<file path="src/rtl/tsfb_pkg.sv">
// Shared types and constants for the TCP SYN frame builder.
// No dependencies; imported by the front, queue, back and top-level modules.
`default_nettype none

package tsfb_pkg;

	typedef logic [1:0] status_t;

	localparam status_t STATUS_OK      = 2'd0;
	localparam status_t STATUS_TOO_BIG = 2'd1;
	localparam status_t STATUS_NO_BUF  = 2'd2;

	localparam int unsigned IN_TDATA_W  = 216;
	localparam int unsigned OUT_TDATA_W = 72;

	// One classified request with both checksums resolved.
	typedef struct packed {
		logic [47:0] dst_mac;
		logic [47:0] src_mac;
		logic [31:0] src_ip;
		logic [31:0] dst_ip;
		logic [15:0] src_port;
		logic [15:0] dst_port;
		logic [15:0] ip_csum;
		logic [15:0] tcp_csum;
		status_t     status;
	} desc_t;

endpackage

`default_nettype wire

</file>
<file path="src/rtl/tsfb_front.sv">
// Front end: holds the payload limit, accepts requests, classifies them and
// resolves the IPv4 and TCP checksums over one register stage. Uses tsfb_pkg.
`default_nettype none

module tsfb_front (
	input  wire                               clk,
	input  wire                               arst_n,
	input  wire                               s_axis_tvalid,
	output logic                              s_axis_tready,
	input  wire  [tsfb_pkg::IN_TDATA_W-1:0]   s_axis_tdata,
	input  wire                               cfg_we,
	input  wire  [15:0]                       cfg_wdata,
	output logic                              push_valid,
	input  wire                               push_ready,
	output tsfb_pkg::desc_t                   push_data
);
	import tsfb_pkg::*;

	// Fixed IPv4 header words: 0x4500, 0x0028, 0x4000, 0x4006.
	localparam logic [18:0] IP_CONST  = 19'h0C52E;
	// Protocol 6 + TCP length 20, offset/flags 0x5002, window 0xffff.
	localparam logic [19:0] TCP_CONST = 20'h1501B;

	function automatic logic [15:0] fold_not(input logic [19:0] sum);
		logic [16:0] s1;
		logic [15:0] s2;
		s1 = 17'(sum[15:0]) + 17'(sum[19:16]);
		s2 = s1[15:0] + 16'(s1[16]);
		return ~s2;
	endfunction

	logic [15:0] max_payload_len_q;

	logic [47:0] src_mac, dst_mac;
	logic [31:0] src_ip, dst_ip;
	logic [15:0] src_port, dst_port, payload_len;
	logic        buffer_free;
	logic        accept;

	logic        valid_s1;
	logic [47:0] src_mac_s1, dst_mac_s1;
	logic [31:0] src_ip_s1, dst_ip_s1;
	logic [15:0] src_port_s1, dst_port_s1;
	logic [17:0] addr_sum_s1;
	logic [16:0] port_sum_s1;
	status_t     status_s1;

	logic [18:0] ip_sum;
	logic [19:0] tcp_sum;
	status_t     status_in;

	assign src_mac     = s_axis_tdata[47:0];
	assign dst_mac     = s_axis_tdata[95:48];
	assign src_ip      = s_axis_tdata[127:96];
	assign dst_ip      = s_axis_tdata[159:128];
	assign src_port    = s_axis_tdata[175:160];
	assign dst_port    = s_axis_tdata[191:176];
	assign payload_len = s_axis_tdata[207:192];
	assign buffer_free = s_axis_tdata[208];

	assign s_axis_tready = !valid_s1 || push_ready;
	assign accept        = s_axis_tvalid && s_axis_tready;

	// Length check wins over the buffer check.
	always_comb begin
		if (payload_len > max_payload_len_q) begin
			status_in = STATUS_TOO_BIG;
		end else if (!buffer_free) begin
			status_in = STATUS_NO_BUF;
		end else begin
			status_in = STATUS_OK;
		end
	end

	always_ff @(posedge clk or negedge arst_n) begin
		if (!arst_n) begin
			max_payload_len_q <= 16'd1460;
		end else if (cfg_we) begin
			max_payload_len_q <= cfg_wdata;
		end
	end

	always_ff @(posedge clk or negedge arst_n) begin
		if (!arst_n) begin
			valid_s1 <= 1'b0;
		end else if (accept) begin
			valid_s1 <= 1'b1;
		end else if (push_ready) begin
			valid_s1 <= 1'b0;
		end
	end

	always_ff @(posedge clk) begin
		if (accept) begin
			src_mac_s1  <= src_mac;
			dst_mac_s1  <= dst_mac;
			src_ip_s1   <= src_ip;
			dst_ip_s1   <= dst_ip;
			src_port_s1 <= src_port;
			dst_port_s1 <= dst_port;
			addr_sum_s1 <= 18'(src_ip[31:16]) + 18'(src_ip[15:0])
			             + 18'(dst_ip[31:16]) + 18'(dst_ip[15:0]);
			port_sum_s1 <= 17'(src_port) + 17'(dst_port);
			status_s1   <= status_in;
		end
	end

	assign ip_sum  = 19'(addr_sum_s1) + IP_CONST;
	assign tcp_sum = 20'(addr_sum_s1) + 20'(port_sum_s1) + TCP_CONST;

	assign push_valid = valid_s1;

	always_comb begin
		push_data.dst_mac  = dst_mac_s1;
		push_data.src_mac  = src_mac_s1;
		push_data.src_ip   = src_ip_s1;
		push_data.dst_ip   = dst_ip_s1;
		push_data.src_port = src_port_s1;
		push_data.dst_port = dst_port_s1;
		push_data.ip_csum  = fold_not(20'(ip_sum));
		push_data.tcp_csum = fold_not(tcp_sum);
		push_data.status   = status_s1;
	end

endmodule

`default_nettype wire

</file>
<file path="src/rtl/tsfb_queue.sv">
// Short descriptor queue that decouples the front end from the serializer.
// Uses tsfb_pkg for the descriptor type.
`default_nettype none

module tsfb_queue #(
	parameter int unsigned DEPTH = 4
) (
	input  wire              clk,
	input  wire              arst_n,
	input  wire              push_valid,
	output logic             push_ready,
	input  tsfb_pkg::desc_t  push_data,
	output logic             pop_valid,
	input  wire              pop,
	output tsfb_pkg::desc_t  pop_data
);
	import tsfb_pkg::*;

	localparam int unsigned PTR_W = (DEPTH > 1) ? $clog2(DEPTH) : 1;
	localparam int unsigned CNT_W = $clog2(DEPTH + 1);

	desc_t             entry_q [DEPTH];
	logic [PTR_W-1:0]  wr_ptr_q, rd_ptr_q;
	logic [CNT_W-1:0]  count_q;
	logic              do_push, do_pop;

	assign push_ready = count_q != CNT_W'(DEPTH);
	assign pop_valid  = count_q != '0;
	assign pop_data   = entry_q[rd_ptr_q];
	assign do_push    = push_valid && push_ready;
	assign do_pop     = pop && pop_valid;

	function automatic logic [PTR_W-1:0] next_ptr(input logic [PTR_W-1:0] p);
		return (p == PTR_W'(DEPTH - 1)) ? '0 : p + PTR_W'(1);
	endfunction

	always_ff @(posedge clk) begin
		if (do_push) begin
			entry_q[wr_ptr_q] <= push_data;
		end
	end

	always_ff @(posedge clk or negedge arst_n) begin
		if (!arst_n) begin
			wr_ptr_q <= '0;
			rd_ptr_q <= '0;
			count_q  <= '0;
		end else begin
			if (do_push) begin
				wr_ptr_q <= next_ptr(wr_ptr_q);
			end
			if (do_pop) begin
				rd_ptr_q <= next_ptr(rd_ptr_q);
			end
			if (do_push && !do_pop) begin
				count_q <= count_q + CNT_W'(1);
			end else if (do_pop && !do_push) begin
				count_q <= count_q - CNT_W'(1);
			end
		end
	end

	a_count_bound: assert property (@(posedge clk) disable iff (!arst_n)
		count_q <= CNT_W'(DEPTH))
		else $error("queue fill count above depth");

	a_ptr_gap: assert property (@(posedge clk) disable iff (!arst_n)
		(count_q == '0 || count_q == CNT_W'(DEPTH)) |-> wr_ptr_q == rd_ptr_q)
		else $error("queue pointers disagree with fill count");

endmodule

`default_nettype wire

</file>
<file path="src/rtl/tsfb_back.sv">
// Back end: walks the head descriptor through its header words and drives
// the registered output beat. Uses tsfb_pkg.
`default_nettype none

module tsfb_back (
	input  wire                               clk,
	input  wire                               arst_n,
	input  wire                               head_valid,
	input  tsfb_pkg::desc_t                   head,
	output logic                              pop,
	output logic                              m_axis_tvalid,
	input  wire                               m_axis_tready,
	output logic [tsfb_pkg::OUT_TDATA_W-1:0]  m_axis_tdata,
	output logic                              m_axis_tlast,
	output logic [1:0]                        m_axis_tuser
);
	import tsfb_pkg::*;

	localparam logic [2:0] WORD_ETH_DST = 3'd0;
	localparam logic [2:0] WORD_ETH_SRC = 3'd1;
	localparam logic [2:0] WORD_IP_MID  = 3'd2;
	localparam logic [2:0] WORD_IP_ADDR = 3'd3;
	localparam logic [2:0] WORD_PORTS   = 3'd4;
	localparam logic [2:0] WORD_TCP_SEQ = 3'd5;
	localparam logic [2:0] WORD_TCP_END = 3'd6;

	localparam logic [3:0] BYTES_FULL = 4'd8;
	localparam logic [3:0] BYTES_TAIL = 4'd6;
	localparam logic [3:0] BYTES_NONE = 4'd0;

	logic [2:0]  word_q;
	logic        valid_q;
	logic [63:0] frame_q;
	logic [3:0]  bytes_q;
	logic        last_q;
	status_t     status_q;

	logic        load, is_err, word_last;
	logic [63:0] word_data;

	assign load      = head_valid && (!valid_q || m_axis_tready);
	assign is_err    = head.status != STATUS_OK;
	assign word_last = is_err || word_q == WORD_TCP_END;
	assign pop       = load && word_last;

	always_comb begin
		unique case (word_q)
			WORD_ETH_DST: word_data = {head.dst_mac, head.src_mac[47:32]};
			WORD_ETH_SRC: word_data = {head.src_mac[31:0], 16'h0800, 8'h45, 8'h00};
			WORD_IP_MID:  word_data = {16'h0028, 16'h0000, 16'h4000, 8'h40, 8'h06};
			WORD_IP_ADDR: word_data = {head.ip_csum, head.src_ip, head.dst_ip[31:16]};
			WORD_PORTS:   word_data = {head.dst_ip[15:0], head.src_port, head.dst_port,
			                           16'h0000};
			WORD_TCP_SEQ: word_data = {48'h0, 8'h50, 8'h02};
			WORD_TCP_END: word_data = {16'hffff, head.tcp_csum, 32'h0};
			default:      word_data = '0;
		endcase
	end

	always_ff @(posedge clk or negedge arst_n) begin
		if (!arst_n) begin
			valid_q <= 1'b0;
			word_q  <= WORD_ETH_DST;
		end else begin
			if (load) begin
				valid_q <= 1'b1;
				word_q  <= word_last ? WORD_ETH_DST : word_q + 3'd1;
			end else if (m_axis_tready) begin
				valid_q <= 1'b0;
			end
		end
	end

	always_ff @(posedge clk) begin
		if (load) begin
			frame_q  <= is_err ? 64'h0 : word_data;
			bytes_q  <= is_err ? BYTES_NONE
			          : (word_q == WORD_TCP_END) ? BYTES_TAIL : BYTES_FULL;
			last_q   <= word_last;
			status_q <= head.status;
		end
	end

	assign m_axis_tvalid = valid_q;
	assign m_axis_tdata  = {4'h0, bytes_q, frame_q};
	assign m_axis_tlast  = last_q;
	assign m_axis_tuser  = status_q;

	a_word_bound: assert property (@(posedge clk) disable iff (!arst_n)
		word_q <= WORD_TCP_END)
		else $error("word index past the tail word");

	a_err_beat: assert property (@(posedge clk) disable iff (!arst_n)
		(valid_q && status_q != STATUS_OK) |-> (last_q && bytes_q == BYTES_NONE))
		else $error("reject beat not a single empty last beat");

	a_tail_last: assert property (@(posedge clk) disable iff (!arst_n)
		(valid_q && status_q == STATUS_OK) |-> (last_q == (bytes_q == BYTES_TAIL)))
		else $error("last flag out of step with tail word");

	a_err_restart: assert property (@(posedge clk) disable iff (!arst_n)
		(load && is_err) |=> word_q == WORD_ETH_DST)
		else $error("reject did not restart the word index");

endmodule

`default_nettype wire

</file>
<file path="src/rtl/tcp_syn_frame_builder_core.sv">
// Top level of the TCP SYN frame builder: front end, descriptor queue and
// serializer. Depends on tsfb_pkg, tsfb_front, tsfb_queue and tsfb_back.
`default_nettype none

// Each request on the slave stream carries MAC and IPv4 addresses, TCP ports,
// a payload length and a buffer-free flag. A request whose payload length is
// above the programmed limit (cfg_wdata, reset 1460) yields one beat with
// status 1; otherwise one with buffer_free low yields one beat with status 2.
// Both reject beats carry zero data, byte count 0 and tlast. A good request
// yields seven beats holding the 54-byte Ethernet/IPv4/TCP SYN header, first
// wire byte in the top byte of frame_word: six beats of 8 bytes and a last
// beat of 6 bytes whose two low bytes are zero. IPv4 carries DF, TTL 64,
// total length 40 and its header checksum; TCP carries SYN, data offset 5,
// window 0xffff and its pseudo-header checksum. Throughput is set by the
// 8-byte output beat, with beats leaving back to back while tready stays
// high. The front end computes checksums in one register stage and hands
// descriptors to a QUEUE_DEPTH-entry queue, so new requests keep being
// accepted while the serializer is still sending, as long as the queue has
// room; with an empty pipeline the first beat passes the front register,
// then the queue, then the output register.
// Write the limit only while the block is idle.
module tcp_syn_frame_builder_core #(
	parameter int unsigned QUEUE_DEPTH = 4
) (
	input  wire          clk,
	input  wire          arst_n,
	// Request stream.
	input  wire          s_axis_tvalid,
	output logic         s_axis_tready,
	// [47:0] src_mac, [95:48] dst_mac, [127:96] src_ip, [159:128] dst_ip,
	// [175:160] src_port, [191:176] dst_port, [207:192] payload_len,
	// [208] buffer_free, [215:209] zero
	input  wire  [215:0] s_axis_tdata,
	// Frame stream.
	output logic         m_axis_tvalid,
	input  wire          m_axis_tready,
	// [63:0] frame_word, [67:64] byte_count, [71:68] zero
	output logic [71:0]  m_axis_tdata,
	output logic         m_axis_tlast,
	// [1:0] status: 0 ok, 1 payload too big, 2 no buffer
	output logic [1:0]   m_axis_tuser,
	// Payload length limit.
	input  wire          cfg_we,
	input  wire  [15:0]  cfg_wdata
);
	import tsfb_pkg::*;

	desc_t push_data, head;
	logic  push_valid, push_ready;
	logic  head_valid, pop;

	// Classify and checksum; advance one request per cycle when the queue has room.
	tsfb_front u_front (
		.clk           (clk),
		.arst_n        (arst_n),
		.s_axis_tvalid (s_axis_tvalid),
		.s_axis_tready (s_axis_tready),
		.s_axis_tdata  (s_axis_tdata),
		.cfg_we        (cfg_we),
		.cfg_wdata     (cfg_wdata),
		.push_valid    (push_valid),
		.push_ready    (push_ready),
		.push_data     (push_data)
	);

	// Hold finished descriptors so each side can stall on its own.
	tsfb_queue #(
		.DEPTH (QUEUE_DEPTH)
	) u_queue (
		.clk        (clk),
		.arst_n     (arst_n),
		.push_valid (push_valid),
		.push_ready (push_ready),
		.push_data  (push_data),
		.pop_valid  (head_valid),
		.pop        (pop),
		.pop_data   (head)
	);

	// Serialize the head descriptor; drop it after its last beat is loaded.
	tsfb_back u_back (
		.clk           (clk),
		.arst_n        (arst_n),
		.head_valid    (head_valid),
		.head          (head),
		.pop           (pop),
		.m_axis_tvalid (m_axis_tvalid),
		.m_axis_tready (m_axis_tready),
		.m_axis_tdata  (m_axis_tdata),
		.m_axis_tlast  (m_axis_tlast),
		.m_axis_tuser  (m_axis_tuser)
	);

endmodule

`default_nettype wire

</file>
<file path="config.mk">
export PLATFORM = sky130hd
export DESIGN_NAME = tcp_syn_frame_builder_core
export DESIGN_NICKNAME = d
export VERILOG_FILES = /design/src/rtl/tsfb_pkg.sv /design/src/rtl/tsfb_front.sv /design/src/rtl/tsfb_queue.sv /design/src/rtl/tsfb_back.sv /design/src/rtl/tcp_syn_frame_builder_core.sv
export SDC_FILE = /design/constraint.sdc
export NUM_CORES = 1
export LEC_CHECK = 0
export BUFFER_PORTS_ARGS = -buffer_cell sky130_fd_sc_hd__buf_2
export CAP_MARGIN = 20
export CELL_PAD_IN_SITES_DETAIL_PLACEMENT = 0
export CELL_PAD_IN_SITES_GLOBAL_PLACEMENT = 2
export CORE_MARGIN = 1.5
export CORE_UTILIZATION = 35
export CTS_CLUSTER_SIZE = 30
export DETAILED_ROUTE_END_ITERATION = 8
export PLACE_DENSITY_LB_ADDON = 0.05
export SLEW_MARGIN = 5
export SYNTH_ARGS = -nofsm -noshare
export SYNTH_HDL_FRONTEND = slang
export SYNTH_HIERARCHICAL = 1
export SYNTH_SLANG_ARGS = --single-unit
</file>
<file path="constraint.sdc">
create_clock -name clk -period 10.8 [get_ports clk]
set_clock_uncertainty 0.15 [all_clocks]
set_input_delay 0 -clock clk [delete_from_list [all_inputs] [get_ports clk]]
set_output_delay 0 -clock clk [all_outputs]
set_load 0.02 [all_outputs]
</file>
==> flow_metrics.env <==
export IMPL_drc=0
export IMPL_die_h_um=380.4
export IMPL_synth_async_reset_ratio=0.02276
export IMPL_place_congestion=0.7803
export IMPL_cts_htree_levels=4
export IMPL_grt_start_max_net_pins=116
export IMPL_grt_use_total=0.1906
export IMPL_status="finished clean"
export IMPL_ys_top_cells_by_area="edfxtp_1, mux4_2, ha_1"
export IMPL_cts_tree="done"
export IMPL_synth_xor_area_share=0.01722
export IMPL_arrival_ns=8.86
export IMPL_period_minus_slack_ns=8.461
export IMPL_core_area_mm2=0.1414
export IMPL_yosys_warnings=6
export IMPL_synth_compound_area_frac=0.03750
export IMPL_setup_tns_ns=0
export IMPL_drtPass1Iterations=5
export IMPL_avgSynthCellArea_um2=19.83
export IMPL_dp_cells=4638
export IMPL_numPortBuffers=301
export IMPL_yosys_area_share_simple=0.02965
export IMPL_initial_utilization=0.3525
export IMPL_root_buffer="clkbuf_16"
export IMPL_fmax_mhz=118.2
export IMPL_ys_types=81
export IMPL_multi_input_area_mm2=0.01207
export IMPL_netlist_area_mm2=0.04984
export IMPL_dieArea_mm2=0.1447
export IMPL_synth_top_area_share=0.7242
export IMPL_antenna_left=0
export IMPL_tightest_slew_ns=1.176
export IMPL_ir_worst_vdd_uv=232.0
export IMPL_power_mw=18.06
export IMPL_final_min_period_over_clock_period=0.7834
export IMPL_clkSinkCount=1230
export IMPL_finalNonFillerCells=5355
export IMPL_slowest_delay_ns=0.55
export IMPL_die_w_um=380.4
export IMPL_grt_pass1_vias=28198
export IMPL_critPathKind="reg2reg"
export IMPL_drt_iter0_drc=2081
export IMPL_path_common_cell="inv_1"
export IMPL_synth_cells=2514
export IMPL_r2r_start="u_front/addr_sum_s1[1]"
export IMPL_mostFrequentLayoutCells="edfxtp_1, dlygate4sd3_1, buf_2"
export IMPL_cp_startpoint="u_front/addr_sum_s1[1]"
export IMPL_hold_violations=0
export IMPL_rsz0062_at_grt="false"
export IMPL_layout_setup_ws_ns=2.339
export IMPL_max_cap_violations=0
export IMPL_leakagePower_nw=21.71
export IMPL_cellPowerDensity_mw_per_mm2=288.8
export IMPL_required_ns=11.20
export IMPL_cp_slowest_cell="or4_1"
export IMPL_clk_pin_slew_worst_paths_ns=0.05
export IMPL_nets=3729
export IMPL_preCtsSetupSlack_ns=2.372
export IMPL_final_setup_viol_count=0
export IMPL_critPathMaxFanout=7
export IMPL_pin_count=314
export IMPL_postRouteWirelength_mm=136.7
export IMPL_min_delay_start="cfg_we"
export IMPL_core_rowCount=138
export IMPL_ys_seq_area_frac=0.7384
export IMPL_insertion_delay_ns=0.77
export IMPL_post_route_util=0.4423
export IMPL_via_count=26541
export IMPL_ys_ff_latch=1230
export IMPL_muxShareOfSynthArea=0.1153
export IMPL_synth_top_flop_cell="edfxtp_1"
export IMPL_final_common_cell="edfxtp_1"
export IMPL_synth_edf_count=1202
export IMPL_routedWlPerCell_um=25.53
export IMPL_synth_fa_ha_area_frac=0.04122
export IMPL_critPathLaunchType="flip-flop"
export IMPL_place_hpwl_mm=84.23
export IMPL_seqCellArea_mm2=0.03681
export IMPL_fillCellCount=12310
export IMPL_synth_top_family_by_area="multiplexers"
export IMPL_cts_made_buffers=140
export IMPL_hp_class="in2reg"
export IMPL_drive_gt1_frac=0.2487
export IMPL_antenna_found_initial=12
export IMPL_end_kind="flip-flop"
export IMPL_grt_pass1_wl_mm=198.3
export IMPL_syn2layout_area_growth_pct=25.48
export IMPL_maxSlewHeadroom=0.2161
export IMPL_grt_overflow=0
export IMPL_synth_top_cell_by_area="edfxtp_1"
export IMPL_clock_tree_buffer_depth=3
export IMPL_routed_via_density=4.956
export IMPL_maxSlewViolCount=0
==> timing repair <==
action | CTS | global route
resized for setup | 0 | 0
buffers inserted | 0 | 0
hold buffers | 460 | 0
endpoints found under the hold margin | 333 | 0
==> per-stage QoR <==
step	cell area [µm²]	hold slack, ns
floorplan	49860	-0.4456
global placement	53410	-0.07368
detailed placement	53410	-0.05272
CTS	62540	0.03793
global route	62540	0.1019
finish	62540	0.1177
==> logic make-up (layout without fill, tap and decap cells) <==
logic type	after synthesis	count (layout)
buffers and inverters	192	1136
multiplexers	284	284
other	1	8
AO/OA/AOI/OAI	268	268
XOR/XNOR	98	98
flip-flops	1230	1230
AND/OR/NAND/NOR	299	299
adder cells (fa/ha/maj)	142	142
==> critical path, delay by kind of cell (launching register included) <==
kind	cells	cell delay, ns
XOR/XNOR	2	0.54
AND/OR/NAND/NOR	11	3.02
AO/OA/AOI/OAI	10	2.10
adder cells (fa/ha/maj)	5	1.61
buffers and inverters	4	0.38
flip-flops	1	0.48
==> registers in the layout, indices dropped and copies added, names as in the netlist, 2 cells and up <==
signal,cells
u_front/status_s1,2
u_front/src_port_s1,16
u_front/dst_ip_s1,32
u_queue/count_q,3
u_back/m_axis_tuser,2
u_front/dst_mac_s1,48
u_back/word_q,3
u_back/bytes_q,2
u_front/src_ip_s1,32
u_front/port_sum_s1,17
u_front/src_mac_s1,48
u_front/dst_port_s1,16
u_back/frame_q,64
u_queue/rd_ptr_q,2
u_front/max_payload_len_q,16
u_front/addr_sum_s1,18
u_queue/entry_q,904
u_queue/wr_ptr_q,2
==> Yosys cell counts (21+ instances only) <==
master    number
a21oi_1       69
a22oi_1       27
a221oi_1      21
ha_1         105
edfxtp_1    1202
o21ai_0       41
nor2_1        80
nand2_1       88
buf_2         33
fa_1          37
xor2_1        35
mux2_2        52
clkbuf_1      29
mux4_2       226
buf_6         32
inv_1         87
nand3_1       21
xnor2_1       63
dfrtp_1       22
==> power breakdown <==
group          switching (mW)  leakage (nW)  internal, mW
clock network            1.93          2.20          2.74
registers               0.422          11.5          6.98
logic                    3.68          7.97          2.32
total                    6.03          21.7          12.0
==> worst paths after layout <==
| check | endpoint | cells past startpoint | slack [ns] |
|---|---|---|---|
| setup reg to reg | u_queue/entry_q[1][17] | 32 | 2.34 |
| setup / recovery | u_queue/entry_q[1][17] | 32 | 2.34 |
| min in group asynchronous | u_front/max_payload_len_q[2] | 3 | 0.28 |
| max in group asynchronous | u_queue/rd_ptr_q[1] | 4 | 10.03 |
| hold reg to reg | u_queue/entry_q[2][60] | 0 | 0.33 |
| hold / removal | u_front/max_payload_len_q[1] | 3 | 0.12 |
==> per-layer routing <==
metal / track usage / share of wire / vias to the layer above
li1: - / - / 11817
met1: 0.2630 / 0.45 / 13943
met2: 0.3165 / 0.49 / 632
met3: 0.03055 / 0.044 / 145
met4: 0.04378 / 0.015 / 4
met5: 0 / 0.00020 / -
==> cell type report <==
class	instances	area share
inverter	87	0.005221
antenna	3	0.0001200
clock inverter	84	0.01304
timing repair buffer	795	0.1031
clock buffer	170	0.05914
sequential	1230	0.5886
tap	1890	0.03781
multi-input combinational	1096	0.1929
No activity file was read; power rests on OpenSTA's default activity.
